==> src/sv/cbm_pkg.sv <==
// Package for the cartridge bank mapper: access codes, register indexes and item structs.
// No dependencies; used by the top level and its checker.
`default_nettype none

package cbm_pkg;

    typedef enum logic [1:0] {
        ACT_CPU_WRITE = 2'd0,
        ACT_CPU_READ  = 2'd1,
        ACT_PPU_READ  = 2'd2,
        ACT_PPU_WRITE = 2'd3
    } action_t;

    typedef struct packed {
        action_t     action;
        logic [11:0] address;
        logic [3:0]  ppu_bank;
        logic [7:0]  write_data;
    } in_item_t;

    typedef struct packed {
        logic [7:0] read_data;
        logic       read_open_bus;
        logic [7:0] prg_bank;
        logic [3:0] chr_bank;
    } out_item_t;

    // bank register indexes, address bits 9..8 of a CPU write
    localparam logic [1:0] REG_PRG_LOW  = 2'd0;
    localparam logic [1:0] REG_FEEDBACK = 2'd1;
    localparam logic [1:0] REG_PRG_HIGH = 2'd2;
    localparam logic [1:0] REG_MODE     = 2'd3;

    // Value returned on a register read while the feedback bit is clear
    localparam logic [7:0] FEEDBACK_READ = 8'h04;

endpackage

`default_nettype wire

==> src/sv/cartridge_bank_mapper_with_chr_split.sv <==
// Cartridge bank mapper with CHR split: bank registers, feedback bit, A13/A9 latch.
// Depends on cbm_pkg.
//
//  channel  | ports                          | direction | payload
//  ---------+--------------------------------+-----------+------------------------
//  input    | s_valid, s_ready, s_item       | in        | cbm_pkg::in_item_t
//  result   | m_valid, m_ready, m_item       | out       | cbm_pkg::out_item_t
//  config   | cfg_valid, cfg_ready, cfg_wdata| in        | prg_large (1 bit)
//
// One item per cycle sustained while m_ready is high; a result passes from the
// input register into the result register before it is on m_item. State is
// updated as an item moves from the input register into the result register, so
// items stay in order. When m_ready is low the result register holds; s_ready
// drops while both registers are full and m_ready is low.
// Reset clears all state at once; no clearing pass.
`default_nettype none

module cartridge_bank_mapper_with_chr_split (
    input  wire logic               aclk,
    input  wire logic               aresetn,
    input  wire logic               s_valid,
    output logic                    s_ready,
    input  wire cbm_pkg::in_item_t  s_item,
    output logic                    m_valid,
    input  wire logic               m_ready,
    output cbm_pkg::out_item_t      m_item,
    input  wire logic               cfg_valid,
    output logic                    cfg_ready,
    input  wire logic               cfg_wdata
);

    // input register
    logic              in_vld_reg;
    cbm_pkg::in_item_t in_reg;
    // result register
    logic               out_vld_reg;
    cbm_pkg::out_item_t out_reg;
    cbm_pkg::out_item_t out_next;

    // mapper state
    logic [7:0] bank0_reg, bank1_reg, bank2_reg, bank3_reg;
    logic [7:0] bank0_next, bank1_next, bank2_next, bank3_next;
    logic       a9_reg, a9_next;
    logic       a13_reg, a13_next;
    logic       prg_large_reg;

    logic out_free;
    logic advance;

    logic [1:0] idx;
    logic       swap;
    logic [7:0] wdata;
    logic       a13;

    assign out_free  = !out_vld_reg || m_ready;
    assign advance   = in_vld_reg && out_free;
    assign s_ready   = !in_vld_reg || advance;
    assign cfg_ready = 1'b1;
    assign m_valid   = out_vld_reg;
    assign m_item    = out_reg;

    always_comb begin
        bank0_next = bank0_reg;
        bank1_next = bank1_reg;
        bank2_next = bank2_reg;
        bank3_next = bank3_reg;
        a9_next    = a9_reg;
        a13_next   = a13_reg;
        out_next   = '0;

        idx   = in_reg.address[9:8];
        swap  = bank3_reg[0] &&
                ((idx inside {cbm_pkg::REG_PRG_LOW, cbm_pkg::REG_FEEDBACK}) ||
                 ((idx == cbm_pkg::REG_PRG_HIGH) && prg_large_reg));
        wdata = swap ? {in_reg.write_data[7:2], in_reg.write_data[0], in_reg.write_data[1]}
                     : in_reg.write_data;
        a13   = in_reg.ppu_bank[3];

        case (in_reg.action)
            cbm_pkg::ACT_CPU_WRITE: begin
                if (!in_reg.address[11]) begin
                    if (in_reg.address[0]) begin
                        // odd address: feedback bit toggles on D0 low while bank1 bit 0 is set
                        if (bank1_reg[0] && !wdata[0]) begin
                            bank1_next[2] = !bank1_reg[2];
                        end
                    end else begin
                        case (idx)
                            cbm_pkg::REG_PRG_LOW:  bank0_next = wdata;
                            cbm_pkg::REG_FEEDBACK: bank1_next = wdata;
                            cbm_pkg::REG_PRG_HIGH: bank2_next = wdata;
                            default:               bank3_next = wdata;
                        endcase
                    end
                end
            end
            cbm_pkg::ACT_CPU_READ: begin
                if (!in_reg.address[11]) begin
                    out_next.read_data = bank1_reg[2] ? 8'h00 : cbm_pkg::FEEDBACK_READ;
                end else begin
                    out_next.read_open_bus = 1'b1;
                end
            end
            default: begin
                // PPU access: latch A9 on rising A13
                if (!a13_reg && a13) begin
                    a9_next = in_reg.address[9];
                end
                a13_next = a13;
                if ((in_reg.action == cbm_pkg::ACT_PPU_READ) && bank0_reg[7] && !a13) begin
                    out_next.chr_bank = {1'b0, a9_next, in_reg.ppu_bank[1:0]};
                end else begin
                    out_next.chr_bank = in_reg.ppu_bank;
                end
            end
        endcase

        out_next.prg_bank = {bank2_next[3:0], bank0_next[3:0]} |
                            (bank3_next[2] ? 8'h00 : 8'h03);
    end

    always_ff @(posedge aclk) begin
        if (!aresetn) begin
            in_vld_reg    <= 1'b0;
            out_vld_reg   <= 1'b0;
            bank0_reg     <= '0;
            bank1_reg     <= '0;
            bank2_reg     <= '0;
            bank3_reg     <= '0;
            a9_reg        <= 1'b0;
            a13_reg       <= 1'b0;
            prg_large_reg <= 1'b0;
        end else begin
            if (s_ready) begin
                in_vld_reg <= s_valid;
            end
            if (out_free) begin
                out_vld_reg <= in_vld_reg;
            end
            if (advance) begin
                bank0_reg <= bank0_next;
                bank1_reg <= bank1_next;
                bank2_reg <= bank2_next;
                bank3_reg <= bank3_next;
                a9_reg    <= a9_next;
                a13_reg   <= a13_next;
            end
            if (cfg_valid && cfg_ready) begin
                prg_large_reg <= cfg_wdata;
            end
        end
    end

    // payload registers, no reset
    always_ff @(posedge aclk) begin
        if (s_valid && s_ready) begin
            in_reg <= s_item;
        end
        if (advance) begin
            out_reg <= out_next;
        end
    end

endmodule

`default_nettype wire

==> config.mk <==
export PLATFORM = sky130hd
export DESIGN_NAME = cartridge_bank_mapper_with_chr_split
export DESIGN_NICKNAME = d
export VERILOG_FILES = /design/src/sv/cbm_pkg.sv /design/src/sv/cartridge_bank_mapper_with_chr_split.sv
export SDC_FILE = /design/constraint.sdc
export NUM_CORES = 1
export LEC_CHECK = 0
export ABC_AREA = 1
export ABC_CLOCK_PERIOD_IN_PS = 3000
export BUFFER_PORTS_ARGS = -buffer_cell sky130_fd_sc_hd__buf_4
export CORE_MARGIN = 2
export CORE_UTILIZATION = 55
export CTS_CLUSTER_SIZE = 25
export DETAILED_ROUTE_END_ITERATION = 12
export PLACE_DENSITY_LB_ADDON = 0.05
export SETUP_SLACK_MARGIN = 0.05
export SYNTH_ARGS = -nofsm -noshare
export SYNTH_HDL_FRONTEND = slang
export SYNTH_SLANG_ARGS = --single-unit
==> constraint.sdc <==
create_clock -name aclk -period 3 [get_ports aclk]
set_clock_uncertainty 0.05 [all_clocks]
set_input_delay 0.15 -clock aclk [delete_from_list [all_inputs] [get_ports aclk]]
set_output_delay 0.15 -clock aclk [all_outputs]
set_load 0.01 [all_outputs]
==> run summary, run 1 <==
commonest non-fill, non-tap cells in the layout = buf_4 (37), nand2_1 (36), edfxtp_1 (29)
CTS Buf Count = 5
worst path bufs/invs = 2
Crit path max-delay family = compound AO/OA/AOI/OAI gates
Sequential Power Share = 62.7%
final antenna diode count = 0
post-synthesis cell type count = 29
DRT Pass-1 Iters = 4
Starting DRT DRC Count = 109
CTS tree = yes
Pins Over Slew Limit = 0
R2R cell count = 5
Post-Layout Cell Count = 306
dominant cell type by area after synthesis = edfxtp_1
most common library cell in the layout ignoring fill and taps = buf_4
Startpoint Class = flop
switch share = 23.81%
DR WL/cell = 11.77 um
CP endpoint kind = flop
# IOs = 56
syn avg cell area = 9.886 um^2
CP Max Fanout = 15
H-tree level count = 2
layout net count = 291
Initial Utilization = 58.75%
Setup CP Type = flop to flop
grt ovf = 0
Core Region = 0.003416 mm^2
Rel. slew slack = 46.83%
Int Power = 0.8928 mW
largest net degree at the start of global routing = 16
slowest CP cell = a21oi_2
vias in the first global route = 1437
M3 GR Usage = 4.401%
Port Buffers = 36
maximum clock path buffer count = 2
GP Congestion = 0.8495
final worst slack = 1.236 ns
clock share of power = 26.1%
Fillers = 247
Placed Area = 0.002282 mm^2
Post-Synthesis Cells = 203
Crit path largest cell delay = 0.63 ns
Total Neg Setup Slack = 0 ns
DRC = 0
RSZ-0062 raised after global routing = false
Comb power frac = 11.2%
max reg flops = 14
DIE WIDTH = 64.41 um
Yosys top cell area share = 43.39%
dpl ws = 1.242 ns
first-pass GRT wire length = 6189 um
actual slew at the worst max-slew pin = 0.7976 ns
Final Setup Violations = 0
maxcap violations = 0
Root Buffer = clkbuf_4
status = completed
worst min path class = input pin to flop
Fmax = 566.9 MHz
LEAKAGE = 1.098 nW
Most Crowded Layer GR = met2
Max IR drop VDD = 0.0002853 V
Die ar. = 0.004148 mm^2
final worst path period need = 1.764 ns
cell area after layout = 0.002515 mm^2
Hold Vio Cnt, Final = 0
layout cells sized above 1 = 21.54%
Crit path required time = 3.27 ns
Mapped Area = 0.002007 mm^2
via count = 1479
placed insts = 281
HPWL reported at the end of detailed placement = 2558 um
Tcrit/Tclk final = 58.80%
dominant cells by area after synthesis = edfxtp_1 (43%), dfxtp_1 (18%), nand2_1 (6.7%)
Power Density = 466.0 mW/mm^2
Clk Latency, worst-skew pair = 0.36 ns
final WL = 3602 um
Final ANT Viol Nets = 0
Worst path depth = 5
clock sink total = 47
CP arrival = 2.03 ns
worst hold path cell count = 3
initial antenna violation count = 0
met2 usage = 34.64%
Seq/Total Area, Yosys = 61.35%
CP cell instances = a21oi_2 > buf_4 > o21ai_0 > o21bai_1 > inv_1
met1 Track Usage GR = 22.47%
Yosys Warn Count = 0
Net Switching = 0.2791 mW
P&R area growth vs syn = 25.31%
final core utilization = 73.63%
row count = 21
CTS clock-pin slew for the worst setup and hold paths = 0.13 ns
Via density = 4.833
Total Routing Usage GR = 19.79%
Die Y = 64.41 um
Synth Register Bits = 47
[cell families (layout without fill, tap and decap cells)]
group | Yosys count | in the layout | share of synthesized area [%]
AOI/OAI and AO/OA | 35 | 35 | 10.10
buffers and inverters | 39 | 90 | 9.351
DFF | 47 | 47 | 61.35
other | 2 | 8 | 0.3742
and+or+nand+nor | 80 | 80 | 18.83
[worst register-to-register path, cell delays in order, from the launching register on]
cell	delay, ns
dfxtp_1	0.37
a21oi_2	0.63
buf_4	0.34
o21ai_0	0.11
o21bai_1	0.17
inv_1	0.05
[what timing repair did]
item | in CTS | in global routing
hold buffers | 17 | 0
gates resized for setup | 0 | 0
hold endpoints to repair | 16 | 0
setup buffers | 0 | 0
[path summary, 6_finish.rpt]
check	endpoint	slack [ns]	startpoint
worst min register to register	a9_reg	0.43	a9_reg
worst max-delay path	bank2_reg[2]	1.24	m_valid
worst min-delay path	bank1_reg[2]	0.02	aresetn
worst max register to register	bank2_reg[2]	1.24	m_valid
[synthesized netlist by cell type, drive strengths merged]
library cell	count
a21oi	13
a31oi	1
buf	10
clkbuf	1
clkinv	2
conb	2
dfxtp	18
edfxtp	29
inv	26
nand2	39
nand3	9
nand3b	1
nand4	2
nor2	26
nor3	3
o211ai	1
o21ai	16
o21bai	3
o22ai	1
[cell type report]
class                      count  area [um^2]  area share [%]
clock buffer                   6        51.30           2.040
clock inverter                 2        11.26          0.4478
inverter                      28        105.1           4.179
multi-input combinational    123        610.6           24.28
sequential                    47         1231           48.96
tap                           46        57.56           2.289
timing repair buffer          54        447.9           17.81
[power groups by stage]
stage               Combinational [mW]  Sequential (mW)  Clock, mW
floorplan                       0.0722            0.750          0
global placement                 0.109            0.748          0
detailed placement               0.114            0.750          0
CTS                              0.132            0.735      0.313
global route                     0.147            0.739      0.336
finish                           0.131            0.735      0.305
[routing by layer]
layer  up-vias  part of all wire [%]
li1        766                     -
met1       654                    42
met2        52                    50
met3         7                   5.8
met4         0                   2.0
met5         -                     0
[through the flow]
step / power [mW] / hold WS, ns
6_report: 1.172 / 0.02212
5_1_grt: 1.222 / 0.01536
4_1_cts: 1.180 / 0.006040
3_5_place_dp: 0.8632 / 0.2794
3_3_place_gp: 0.8570 / 0.2781
2_1_floorplan: 0.8219 / 0.1989
Power figures use the tool's default switching activity.
==> inputs of run 2 (changes only) <==
--- a/config.mk
+++ b/config.mk
@@ -6,10 +6,10 @@
 export NUM_CORES = 1
 export LEC_CHECK = 0
 export ABC_AREA = 1
-export ABC_CLOCK_PERIOD_IN_PS = 3000
+export ABC_CLOCK_PERIOD_IN_PS = 1790
 export BUFFER_PORTS_ARGS = -buffer_cell sky130_fd_sc_hd__buf_4
 export CORE_MARGIN = 2
-export CORE_UTILIZATION = 55
+export CORE_UTILIZATION = 51
 export CTS_CLUSTER_SIZE = 25
 export DETAILED_ROUTE_END_ITERATION = 12
 export PLACE_DENSITY_LB_ADDON = 0.05
==> constraint.sdc (replaced) <==
create_clock -name aclk -period 1.79 [get_ports aclk]
set_clock_uncertainty 0.05 [all_clocks]
set_input_delay 0.0895 -clock aclk [delete_from_list [all_inputs] [get_ports aclk]]
set_output_delay 0.0895 -clock aclk [all_outputs]
set_load 0.01 [all_outputs]
==> run 2 against run 1 <==
Largest cell class unchanged. Design area increased by 3.5%. Clock power increased to 2.6 times the previous value. Critical path type unchanged. Cell count increased by 2.0%. Fmax increased by 15%. Worst hold slack got worse by 0.00051 ns. Via count increased by 1.6%. Register-to-register slack got worse by 0.98 ns. Worst setup slack got worse by 0.98 ns. Global-route usage decreased by 1.7 points.
==> run summary, run 2 (synthesis results as in run 1) <==
Power Density = 863.2 mW/mm^2
clock share of power = 35.1%
Final ANT Viol Nets = 0
row count = 22
DR WL/cell = 11.44 um
Net Switching = 0.4800 mW
Setup CP Type = flop to flop
Tcrit/Tclk final = 85.61%
Core Region = 0.003716 mm^2
RSZ-0062 raised after global routing = false
post-CTS setup buffer count = 0
worst min path class = input pin to flop
CTS clock-pin slew for the worst setup and hold paths = 0.08 ns
largest net degree at the start of global routing = 18
final antenna diode count = 0
Max IR drop VDD = 0.0005977 V
Placed Area = 0.002315 mm^2
vias in the first global route = 1388
layout net count = 295
Crit path required time = 1.79 ns
Hold Vio Cnt, Final = 0
Fin Hold WS = 0.02162 ns
# IOs = 56
maxcap violations = 0
layout cells sized above 1 = 23.11%
Pins Over Slew Limit = 0
grt ovf = 0
Int Power = 1.767 mW
switch share = 21.37%
via count = 1502
Root Buffer = clkbuf_8
most common library cell in the layout ignoring fill and taps = buf_4
CP arrival = 1.53 ns
CP endpoint kind = flop
Initial Utilization = 54.01%
commonest non-fill, non-tap cells in the layout = buf_4 (41), nand2_1 (36), edfxtp_1 (29)
Final Setup Violations = 0
Comb power frac = 10.2%
max reg flops = 14
final core utilization = 70.03%
post-CTS sizing = 0
Clk Latency, worst-skew pair = 0.29 ns
DIE WIDTH = 66.73 um
CP Max Fanout = 7
Fillers = 289
Post-CTS Hold Fix Bufs = 17
clock sink total = 47
H-tree level count = 2
Total Neg Setup Slack = 0 ns
Die ar. = 0.004453 mm^2
Via density = 4.814
GP Congestion = 0.8309
CTS tree = yes
first-pass GRT wire length = 5913 um
status = completed
DRC = 0
reg2reg setup slack = 0.26 ns
HPWL reported at the end of detailed placement = 2641 um
Startpoint Class = flop
maximum clock path buffer count = 2
Fmax = 652.6 MHz
final WL = 3568 um
P&R area growth vs syn = 29.68%
initial antenna violation count = 0
CTS Buf Count = 5
LEAKAGE = 1.147 nW
Sequential Power Share = 54.7%
Port Buffers = 36
Total Routing Usage GR = 18.06%
Starting DRT DRC Count = 55
final worst path period need = 1.532 ns
Die Y = 66.73 um
cell area after layout = 0.002603 mm^2
DRT Pass-1 Iters = 4
-- run 2: area by class of cell --
| class | instances | area (um^2) | share of cell area (%) |
|---|---|---|---|
| multi-input cells | 123 | 610.6 | 23.46 |
| inverters | 28 | 105.1 | 4.038 |
| repair buffers | 58 | 478.0 | 18.37 |
| clock buffers | 6 | 82.58 | 3.173 |
| well taps | 48 | 60.06 | 2.308 |
| clock inverters | 2 | 35.03 | 1.346 |
| flip-flops and latches | 47 | 1231 | 47.31 |
-- run 2: stage by stage --
step	setup WS (ns)	cells	total power, mW
finish	0.2576	312	2.247
global route	0.1242	312	2.340
CTS	0.2509	312	2.259
detailed placement	0.2665	287	1.454
global placement	0.2795	287	1.445
floorplan	0.3391	209	1.377
-- run 2: path summary, 6_finish.rpt --
path / from / endpoint / depth (start not counted)
setup / recovery: in_reg[24] / m_item[5] / 6
hold / removal: m_ready / m_valid / 4
setup reg to reg: in_reg[24] / m_item[5] / 6
hold reg to reg: a9_reg / a9_reg / 2
-- run 2: power groups by stage --
stage	Combinational (mW)	Clock, mW	Sequential, mW
final	0.229	0.788	1.23
after global routing	0.257	0.848	1.24
after CTS	0.230	0.799	1.23
after detailed placement	0.200	0	1.25
after global placement	0.193	0	1.25
after floorplan	0.121	0	1.26
-- run 2: layer usage --
metal / up-vias / GRT usage (%) / wire length [um]
met5: - / 0 / 0
li1: 771 / - / -
met2: 45 / 31.62 / 1788
met4: 0 / 8.163 / 53
met1: 679 / 21.31 / 1558
met3: 7 / 3.547 / 167
-- run 2: worst max-delay path: stages (launching register included) --
cell      delay [ns]
edfxtp_1        0.48
nor2_4          0.12
nand2_2         0.09
nor2_8          0.15
nand2_1         0.17
a21oi_1         0.15
o21ai_0         0.08
==> inputs of run 3 (changes only) <==
--- a/config.mk
+++ b/config.mk
@@ -5,15 +5,15 @@
 export SDC_FILE = /design/constraint.sdc
 export NUM_CORES = 1
 export LEC_CHECK = 0
-export ABC_AREA = 1
 export ABC_CLOCK_PERIOD_IN_PS = 1790
 export BUFFER_PORTS_ARGS = -buffer_cell sky130_fd_sc_hd__buf_4
 export CORE_MARGIN = 2
-export CORE_UTILIZATION = 51
+export CORE_UTILIZATION = 32
 export CTS_CLUSTER_SIZE = 25
 export DETAILED_ROUTE_END_ITERATION = 12
 export PLACE_DENSITY_LB_ADDON = 0.05
 export SETUP_SLACK_MARGIN = 0.05
+export SLEW_MARGIN = 20
 export SYNTH_ARGS = -nofsm -noshare
 export SYNTH_HDL_FRONTEND = slang
 export SYNTH_SLANG_ARGS = --single-unit
==> run 3 against run 2 <==
The flow now finishes with violations (negative setup slack). Wire length rose by 13%. Critical path depth fell by 3. Cell count fell by 0.96%. Worst hold slack improved by 0.067 ns. Flip-flop and latch count did not move. Fmax fell by 16%. Synthesized cell count fell by 19%. Power fell by 9.4%. Via count fell by 4.1%. Sequential share of layout area fell by 2.3 points. Critical path type unchanged. Critical endpoint is now m_item[11]. Largest power group unchanged.
==> run summary, run 3 <==
status = finished with violations
failing checks = negative setup slack
maximum clock path buffer count = 2
row count = 28
LEAKAGE = 1.012 nW
HPWL reported at the end of detailed placement = 2875 um
Hold Crit Start = aresetn
Worst R2R Start = in_reg[23]
clock sink total = 47
final worst slack = -0.04215 ns
DR WL/cell = 13.00 um
Pins Over Slew Limit = 0
main flop type after synthesis = edfxtp_1
DRT Pass-1 Iters = 4
cell area after layout = 0.002736 mm^2
DRC = 0
layout net count = 265
switch share = 22.77%
Initial Utilization = 33.18%
RSZ-0062 raised after global routing = true
Comb power frac = 10.7%
Post-Layout Cell Count = 309
largest net degree at the start of global routing = 16
Crit Reg-Reg Endpoint = m_item[11]
first-pass GRT wire length = 6437 um
Seq/Total Area, Yosys = 62.68%
final worst path period need = 1.832 ns
via count = 1440
Placed Area = 0.002384 mm^2
Int Power = 1.572 mW
Mapped Area = 0.001964 mm^2
reg2reg setup slack = -0.04 ns
post-synthesis cell type count = 39
CP Max Fanout = 7
Clk Latency, worst-skew pair = 0.29 ns
vias in the first global route = 1335
CTS Buf Count = 5
dominant cell type by area after synthesis = edfxtp_1
Port Buffers = 36
syn avg cell area = 11.91 um^2
dominant cell by count in the synthesized netlist = edfxtp_1
grt ovf = 0
P&R area growth vs syn = 39.30%
Hold Vio Cnt, Final = 0
Worst Hold End = bank3_reg[2]
most common library cell in the layout ignoring fill and taps = buf_4
CP arrival = 1.83 ns
Root Buffer = clkbuf_8
Total Routing Usage GR = 12.82%
number of flops mapped to enable cells by yosys = 29
Core Region = 0.005921 mm^2
Max IR drop VDD = 0.0003052 V
Yosys top cell area share = 44.33%
Async SR Flop Fraction = 0%
clock share of power = 29.9%
CTS clock-pin slew for the worst setup and hold paths = 0.08 ns
final antenna diode count = 0
Crit path required time = 1.79 ns
final WL = 4016 um
placed insts = 281
Synth Register Bits = 47
H-tree level count = 2
Final Setup Violations = 4
Starting DRT DRC Count = 40
commonest non-fill, non-tap cells in the layout = buf_4 (50), edfxtp_1 (29), dfxtp_1 (18), dlygate4sd3_1 (18), nand2_1 (17)
dominant cells by area after synthesis = edfxtp_1 (44%), dfxtp_1 (18%), nand2_1 (3.2%)
Die ar. = 0.006782 mm^2
CP endpoint kind = flop
layout cells sized above 1 = 33.33%
Setup CP Type = flop to flop
Final ANT Viol Nets = 0
CTS tree = yes
Startpoint Class = flop
Tcrit/Tclk final = 102.4%
GP Congestion = 0.8232
Fmax = 545.8 MHz
Die Y = 82.35 um
worst min path class = input pin to flop
synth cell count leaders = edfxtp_1 (29), dfxtp_1 (18), nand2_1 (17)
initial antenna violation count = 0
Fin Hold WS = 0.08847 ns
Sequential Power Share = 59.4%
Net Switching = 0.4633 mW
Yosys Warn Count = 0
Power Density = 743.6 mW/mm^2
DIE WIDTH = 82.35 um
max reg flops = 14
worst hold path cell count = 3
R2R cell count = 3
# IOs = 56
Post-Synthesis Cells = 165
Via density = 4.660
maxcap violations = 0
==> run 3: cell types whose count changed after synthesis, sizes merged, moves of 10 or more <==
cell / before / now
nand2: 39 / 17
nor2: 26 / 9
a21oi: 13 / 3
inv: 26 / 5
==> run 3: final cells by class <==
cell class | instances | area, um^2
Clock buffer | 6 | 72.57
Clock inverter | 2 | 8.758
Fill cell | 569 | 3184
Inverter | 5 | 18.77
Multi-Input combinational cell | 104 | 724.4
Sequential cell | 47 | 1231
Tap cell | 75 | 93.84
Timing Repair Buffer | 70 | 586.8
==> run 3: worst max-delay path by stage <==
stage	start	end	cells past startpoint
floorplan	in_reg[12]	m_item[11]	4
global placement	in_reg[12]	m_item[11]	3
detailed placement	in_reg[23]	m_item[11]	3
CTS	in_reg[23]	m_item[11]	3
global route	in_reg[23]	bank2_reg[2]	6
finish	in_reg[23]	m_item[11]	3
==> run 3: stage by stage <==
stage                     util (%)  total power [mW]  TNS (ns)  setup slack [ns]
after floorplan                  -             1.326   -0.1467           -0.1467
after global placement       40.26             1.407   -0.2578          -0.06967
after detailed placement     40.26             1.409   -0.4582          -0.08465
after CTS                    45.52             2.055  -0.05799          -0.03569
after global routing         46.22             2.134   -0.6512           -0.1258
final                        46.22             2.035  -0.08798          -0.04215
==> run 3: power by group through the flow <==
stage / Sequential, mW / Clock [mW] / Combinational [mW]
after floorplan: 1.24 / 0 / 0.0887
after global placement: 1.23 / 0 / 0.173
after detailed placement: 1.23 / 0 / 0.175
after CTS: 1.21 / 0.633 / 0.213
after global routing: 1.21 / 0.683 / 0.239
final: 1.21 / 0.609 / 0.218
==> run 3: cells by family (layout without fill, tap and decap cells) <==
group | Yosys count | after routing | share of synthesized area (%)
simple gates | 60 | 60 | 17.39
compound gates | 29 | 29 | 9.872
mux | 7 | 7 | 3.885
other cells | 2 | 8 | 0.3823
buf+inv | 20 | 83 | 5.796
flops | 47 | 47 | 62.68
==> run 3: worst max-delay path, cell delays in order, from the launching register on <==
cell	delay [ns]
edfxtp_1	0.41
or4_4	0.56
or2_4	0.28
mux2_4	0.29
==> run 3: metal layers <==
metal	routed length, um	up-vias	GRT usage, %
li1	-	727	-
met1	1799	674	16.51
met2	1986	35	21.13
met3	195	4	3.261
met4	35	0	4.000
met5	0	-	0
==> run 3: what timing repair did <==
item	CTS	global route
hold buffers	18	0
buffers inserted	1	1
gates resized for setup	8	9
hold endpoints to repair	17	0
endpoints found under the setup margin	13	15
pin swaps	4	7
